==> config.mk <==
export PLATFORM = sky130hd
export DESIGN_NAME = drop_tail_packet_buffer_scheduler_unit
export DESIGN_NICKNAME = d
export VERILOG_FILES = /design/src/rtl/dtpbs_pkg.sv /design/src/rtl/dtpbs_cell.sv /design/src/rtl/drop_tail_packet_buffer_scheduler_unit.sv
export SDC_FILE = /design/constraint.sdc
export NUM_CORES = 2
export LEC_CHECK = 0
export ABC_AREA = 1
export BUFFER_PORTS_ARGS = -buffer_cell sky130_fd_sc_hd__buf_2
export CAP_MARGIN = 20
export CORE_MARGIN = 10
export CORE_UTILIZATION = 65
export CTS_BUF_LIST = sky130_fd_sc_hd__clkbuf_8
export DETAILED_ROUTE_END_ITERATION = 16
export PLACE_DENSITY_LB_ADDON = 0.12
export SLEW_MARGIN = 20
export SYNTH_ARGS = -nofsm -noshare
export SYNTH_HDL_FRONTEND = slang
export SYNTH_HIERARCHICAL = 1
export SYNTH_SLANG_ARGS = --single-unit
==> constraint.sdc <==
create_clock -name i_clk -period 11.3 [get_ports i_clk]
set_clock_uncertainty 0.15 [all_clocks]
set_input_delay 0.565 -clock i_clk [delete_from_list [all_inputs] [get_ports i_clk]]
set_output_delay 0.565 -clock i_clk [all_outputs]
set_load 0.02 [all_outputs]
==> src/rtl/dtpbs_pkg.sv <==
// shared types and constants for the drop-tail packet buffer scheduler
// no dependencies

package dtpbs_pkg;

    localparam int TIME_W       = 32;
    localparam int PROC_W       = 16;
    localparam int BUF_SIZE_W   = 7;
    localparam int DEPTH_DEF    = 64;

    localparam logic [BUF_SIZE_W-1:0] BUF_SIZE_RST = 7'd64;

    typedef logic [TIME_W-1:0]     t_time;
    typedef logic [PROC_W-1:0]     t_proc;
    typedef logic [BUF_SIZE_W-1:0] t_buf_size;

    // per-cycle command broadcast to every cell of the chain
    typedef struct packed {
        logic shift;   // every cell takes its upstream neighbour's contents
        logic append;  // the first empty cell loads the new finish time
    } t_cell_ctl;

endpackage

==> src/rtl/dtpbs_cell.sv <==
// one storage cell of the finish-time chain
// depends on dtpbs_pkg

module dtpbs_cell (
    input  logic              i_clk,
    input  logic              i_rst_n,
    input  dtpbs_pkg::t_cell_ctl i_ctl,
    input  logic              i_prev_valid,
    input  logic              i_next_valid,
    input  dtpbs_pkg::t_time  i_next_data,
    input  dtpbs_pkg::t_time  i_new_data,
    output logic              o_valid,
    output dtpbs_pkg::t_time  o_data
);
    import dtpbs_pkg::*;

    logic  r_valid;
    t_time r_data;

    always_ff @(posedge i_clk) begin
        if (!i_rst_n) begin
            r_valid <= 1'b0;
        end else if (i_ctl.shift) begin
            r_valid <= i_next_valid;
        end else if (i_ctl.append && i_prev_valid && !r_valid) begin
            r_valid <= 1'b1;
        end
    end

    always_ff @(posedge i_clk) begin
        if (i_ctl.shift) begin
            r_data <= i_next_data;
        end else if (i_ctl.append && i_prev_valid && !r_valid) begin
            r_data <= i_new_data;
        end
    end

    assign o_valid = r_valid;
    assign o_data  = r_data;

endmodule

==> src/rtl/drop_tail_packet_buffer_scheduler_unit.sv <==
// top level of the drop-tail packet buffer scheduler: sequencer and cell chain
// depends on dtpbs_pkg and dtpbs_cell
//
// channel   | direction | handshake                | word
// ----------+-----------+--------------------------+------------------------------
// packet    | in        | start high, busy low     | i_arrival_time, i_process_time
// result    | out       | o_res_strobe, one cycle  | o_dropped, o_start_time
// config    | in        | i_cfg_valid, o_cfg_ready | i_cfg_data (buffer size)
//
// a packet first retires each buffered packet that finished by its arrival, then is decided;
// retirement shifts the whole cell chain by one place per cycle
// the result strobe rises the cycle after the decision, while busy is already low
// synchronous active-low reset empties the chain and sets the buffer size to 64
// the receiver cannot stall; config writes are always taken (ready tied high)

module drop_tail_packet_buffer_scheduler_unit #(
    parameter int DEPTH = dtpbs_pkg::DEPTH_DEF
) (
    input  logic                   i_clk,
    input  logic                   i_rst_n,
    input  logic                   start,
    output logic                   busy,
    input  dtpbs_pkg::t_time       i_arrival_time,
    input  dtpbs_pkg::t_proc       i_process_time,
    output logic                   o_res_strobe,
    output logic                   o_dropped,
    output dtpbs_pkg::t_time       o_start_time,
    input  logic                   i_cfg_valid,
    output logic                   o_cfg_ready,
    input  dtpbs_pkg::t_buf_size   i_cfg_data
);
    import dtpbs_pkg::*;

    localparam int OCC_W = $clog2(DEPTH + 1);
    localparam int CMP_W = (OCC_W > BUF_SIZE_W) ? OCC_W : BUF_SIZE_W;

    localparam logic ST_IDLE = 1'b0;
    localparam logic ST_WORK = 1'b1;

    // sequencer state
    logic              r_state, n_state;
    logic [OCC_W-1:0]  r_occ, n_occ;
    t_buf_size         r_buf_size;

    // latched packet word and newest finish time
    t_time             r_arrival;
    t_proc             r_proc;
    t_time             r_tail, n_tail;

    // result register
    logic              r_strobe, n_strobe;
    logic              r_dropped, n_dropped;
    t_time             r_start, n_start;

    // chain wiring
    logic              w_valid [DEPTH];
    t_time             w_data  [DEPTH];
    t_cell_ctl         w_ctl;

    logic              w_retire;
    logic              w_full;
    logic [CMP_W-1:0]  w_limit;
    logic [CMP_W-1:0]  w_buf_ext;
    t_time             w_start;
    logic [TIME_W:0]   w_sum;
    t_time             w_finish;

    assign busy        = (r_state == ST_WORK);
    assign o_cfg_ready = 1'b1;

    // buffer size register
    always_ff @(posedge i_clk) begin
        if (!i_rst_n) begin
            r_buf_size <= BUF_SIZE_RST;
        end else if (i_cfg_valid && o_cfg_ready) begin
            r_buf_size <= i_cfg_data;
        end
    end

    // effective limit saturates at the chain length
    assign w_buf_ext = CMP_W'(r_buf_size);
    assign w_limit   = (w_buf_ext > CMP_W'(DEPTH)) ? CMP_W'(DEPTH) : w_buf_ext;
    assign w_full    = (CMP_W'(r_occ) >= w_limit);

    // head cell finished at or before this arrival
    assign w_retire  = w_valid[0] && (w_data[0] <= r_arrival);

    // start after the newest buffered packet, or on arrival when empty
    assign w_start   = w_valid[0] ? r_tail : r_arrival;
    assign w_sum     = {1'b0, w_start} + (TIME_W+1)'(r_proc);
    assign w_finish  = w_sum[TIME_W] ? '1 : w_sum[TIME_W-1:0];

    always_comb begin
        n_state      = r_state;
        n_occ        = r_occ;
        n_tail       = r_tail;
        n_strobe     = 1'b0;
        n_dropped    = r_dropped;
        n_start      = r_start;
        w_ctl.shift  = 1'b0;
        w_ctl.append = 1'b0;
        unique case (r_state)
            ST_IDLE: begin
                if (start) begin
                    n_state = ST_WORK;
                end
            end
            ST_WORK: begin
                priority if (w_retire) begin
                    // retire the oldest packet, chain moves one place
                    w_ctl.shift = 1'b1;
                    n_occ       = r_occ - OCC_W'(1);
                end else if (w_full) begin
                    n_state   = ST_IDLE;
                    n_strobe  = 1'b1;
                    n_dropped = 1'b1;
                    n_start   = r_arrival;
                end else begin
                    w_ctl.append = 1'b1;
                    n_occ        = r_occ + OCC_W'(1);
                    n_tail       = w_finish;
                    n_state      = ST_IDLE;
                    n_strobe     = 1'b1;
                    n_dropped    = 1'b0;
                    n_start      = w_start;
                end
            end
            default: begin
                n_state = ST_IDLE;
            end
        endcase
    end

    always_ff @(posedge i_clk) begin
        if (!i_rst_n) begin
            r_state  <= ST_IDLE;
            r_occ    <= '0;
            r_strobe <= 1'b0;
        end else begin
            r_state  <= n_state;
            r_occ    <= n_occ;
            r_strobe <= n_strobe;
        end
    end

    always_ff @(posedge i_clk) begin
        if (r_state == ST_IDLE && start) begin
            r_arrival <= i_arrival_time;
            r_proc    <= i_process_time;
        end
        r_tail    <= n_tail;
        r_dropped <= n_dropped;
        r_start   <= n_start;
    end

    assign o_res_strobe = r_strobe;
    assign o_dropped    = r_dropped;
    assign o_start_time = r_start;

    // cell 0 is the oldest packet; data moves towards it on retirement
    for (genvar g = 0; g < DEPTH; g++) begin : g_cell
        logic  w_prev_valid;
        logic  w_next_valid;
        t_time w_next_data;

        if (g == 0) begin : g_head
            assign w_prev_valid = 1'b1;
        end else begin : g_body
            assign w_prev_valid = w_valid[g-1];
        end

        if (g == DEPTH - 1) begin : g_last
            assign w_next_valid = 1'b0;
            assign w_next_data  = '0;
        end else begin : g_inner
            assign w_next_valid = w_valid[g+1];
            assign w_next_data  = w_data[g+1];
        end

        dtpbs_cell u_cell (
            .i_clk        (i_clk),
            .i_rst_n      (i_rst_n),
            .i_ctl        (w_ctl),
            .i_prev_valid (w_prev_valid),
            .i_next_valid (w_next_valid),
            .i_next_data  (w_next_data),
            .i_new_data   (w_finish),
            .o_valid      (w_valid[g]),
            .o_data       (w_data[g])
        );
    end

endmodule
==> results.toml <==
[status]
outcome = "finished clean"

[timing]
setup_viol = 0
tns_ns = 0
hold_viol = 0
timing.fmax_ghz = 0.1744
relSlewSlack_pct = 23.57
period_needed_ns = 5.735
max_slew.worst_pin.slew_ns = 1.146
post-route-period-util_pct = 50.75
rsz0062_at_grt = "no"
slew_viol_final = 0

[global_routing]
grt_usage_pct = 28.43
antenna_found_initial = 3
grt_pass1_vias = 67230
grt_pass1_wl_mm = 391.2
gr-total-overflow = 0
grt_max_degree = 176

[place]
gp_congestion = 0.8734
hpwl_mm = 147.5
io_buffers = 93

[logic_synthesis]
synthFlopType = "edfxtp_1"
synthCells = 10090
yosys.area.top_type_share_pct = 62.23
ys_types = 49
ys_top_cells_by_count = "nand2_1, edfxtp_1, nand2_2"
netlist_area_mm2 = 0.1043
synth_top_area_cell = "edfxtp_1"
syn_avg_cell_area_um2 = 10.33
yosys.cell_count.top_type = "nand2_1"
yosysSeqAreaShare_pct = 63.77
ys_ff_latch = 2241
async_flop_share_pct = 0
synth_edf_count = 2161
synth_area_leaders = "edfxtp_1, nand2_1, nand2_2"
yosysWarnings = 6

[clock_tree]
clock-root-buffer = "clkbuf_8"
cts.reportedPaths.clkPinSlew_ns = 0.06
cts.sinks = 2241
clockBufferDepth = 4
cts_max_level = 5
numCtsBuffers = 375
cts-resized-gates = 0
cts_tree = "built"
clk_latency_ns = 1.04

[power]
peakVddDrop_uv = 139.8
finalPower_mw = 19.47
power_density_mw_per_mm2 = 176.8
p_leak_nw = 46.24

[die]
fp.dieW_um = 420.5
top_level_ports = 95
dieHeight_um = 420.5
fp.coreArea_mm2 = 0.1589
rows = 146
initial_utilization_pct = 65.61
dieArea_mm2 = 0.1769

[layout]
nets = 10460
fill_cells = 11740
layout-drive-gt1-share_pct = 15.35
area_growth_pct = 5.608

[drt]
vias = 70480
wl_per_cell_um = 20.04
via_per_inst = 5.556
antenna_left = 0
wirelength_mm = 254.2
drtIter0Drc = 8187
dr.pass1.iters = 6
drc = 0

[worst_setup_path]
crit_chain = "buf_4, nand2_1, o21ai_0, ha_1, inv_1, fa_1, nand3b_1, nand2_1, nand2_1, nand3_2, a21boi_2, o21ai_2, nand2_2, nand2_4, nand3_4, nand2_4, buf_4, nand2_2, nand2_1"
cpMaxStageDelayCell = "nand2_4"
critical_path_class = "register to register"
endpoint_kind = "register"
cp_common_cell = "nand2_1"
worstPathRequired_ns = 12.02
start_kind = "register"
cp_max_fo = 40
cp.arrival_ns = 6.45
slowest_delay_ns = 1.12

[min_path]
hp-class = "input port to register"

[job]
max-cap-violations = 0
[sequential cells by signal (all words and copies together), names as in the netlist]
register	count
busy	1
r_arrival	32
r_tail	32
g_cell.u_cell/o_data	2048
o_start_time	32
o_res_strobe	1
r_proc	16
r_occ	7
g_cell.u_cell/o_valid	64
r_buf_size	7
o_dropped	1
[cells by family after synthesis]
family / count (synthesis) / share of synthesized area (%)
buffers and inverters: 757 / 7.448
DFF: 2241 / 63.77
adders and majority gates: 62 / 0.7583
xor gates and xnor gates: 10 / 0.08399
AOI/OAI and AO/OA: 217 / 1.130
and+or+nand+nor: 6803 / 26.81
other: 2 / 0.007202
[worst max-delay path, delay by kind of cell (launching register included)]
kind | cells | cell delay (ns)
compound gates | 3 | 0.44
fa+ha+maj | 2 | 0.62
simple gates | 11 | 2.69
flops | 1 | 0.34
buf+inv | 3 | 1.22
[per-layer routing]
metal / part of all wire [%] / global-route usage, %
met4: 3.9 / 11.12
met3: 9.7 / 5.077
met5: 0 / 0
met2: 47 / 44.89
met1: 40 / 39.44
[what timing repair did]
| action | CTS | global route |
|---|---|---|
| hold buffers | 72 | 0 |
| setup buffers | 0 | 0 |
| hold endpoints to repair | 86 | 0 |
[power by group]
group | switching [mW] | internal, mW | leakage (nW) | total, mW
clock | 3.20 | 3.21 | 3.88 | 6.41
combinational | 2.34 | 0.968 | 22.2 | 3.31
sequential | 0.0530 | 9.70 | 20.2 | 9.75
total | 5.59 | 13.9 | 46.2 | 19.5
[worst paths after layout]
check	cells after the start	end	from	slack, ns
min	2	r_arrival[25]$_DFFE_PP_	i_arrival_time[25]	0.11
min reg2reg	2	g_cell[52].u_cell/o_data[30]$_DFFE_PP_	g_cell[53].u_cell/o_data[30]$_DFFE_PP_	0.30
max	19	g_cell[61].u_cell/o_data[8]$_DFFE_PP_	g_cell[0].u_cell/o_valid$_SDFFE_PN0P_	5.56
max reg2reg	19	g_cell[61].u_cell/o_data[8]$_DFFE_PP_	g_cell[0].u_cell/o_valid$_SDFFE_PN0P_	5.56
[layout by cell type (no fill, tap or decap), types with 4 or more instances in the layout]
cell / instances
nand4_1: 10
nor2b_1: 64
buf_2: 92
nand3_4: 18
a21oi_1: 42
clkinv_2: 18
o21ai_0: 66
nor2_2: 9
clkinv_1: 74
or2_1: 8
clkbuf_8: 390
buf_4: 125
inv_2: 14
o21ai_2: 74
dlygate4sd3_1: 72
nand3b_1: 8
a21o_1: 4
nand2_4: 10
xnor2_1: 5
inv_1: 370
nand2_2: 775
edfxtp_1: 2161
nor2_1: 56
buf_12: 8
xor2_1: 5
conb_1: 35
ha_1: 60
dfxtp_1: 80
or2_2: 7
clkinvlp_4: 4
diode_2: 6
inv_8: 65
nand3_1: 84
o21ai_1: 15
nand2_1: 5741
[layout make-up]
| cell class | instances | area (um2) | area share (%) |
|---|---|---|---|
| Clock inverter | 260 | 1085 | 0.9850 |
| Tap cell | 2072 | 2592 | 2.354 |
| Timing Repair Buffer | 298 | 2307 | 2.095 |
| Sequential cell | 2241 | 66490 | 60.38 |
| Multi-Input combinational cell | 7127 | 30680 | 27.86 |
| Antenna cell | 6 | 15.01 | 0.01363 |
| Clock buffer | 390 | 5368 | 4.874 |
| Inverter | 291 | 1582 | 1.436 |
[metrics by stage]
| step | instance area (um2) | utilization, % | instances | hold WS (ns) | setup slack (ns) |
|---|---|---|---|---|---|
| after CTS | 110100 | 69.27 | 12680 | 0.02904 | 5.525 |
| after floorplan | 104400 | - | 10130 | 0.2994 | 1.655 |
| final | 110100 | 69.29 | 12690 | 0.1147 | 5.565 |
| after global routing | 110100 | 69.29 | 12680 | 0.06621 | 5.275 |
| after detailed placement | 102900 | 64.75 | 11960 | 0.3372 | 5.527 |
| after global placement | 102900 | 64.75 | 11960 | 0.3297 | 5.504 |
Note: power is estimated with default switching activity, not from simulation.
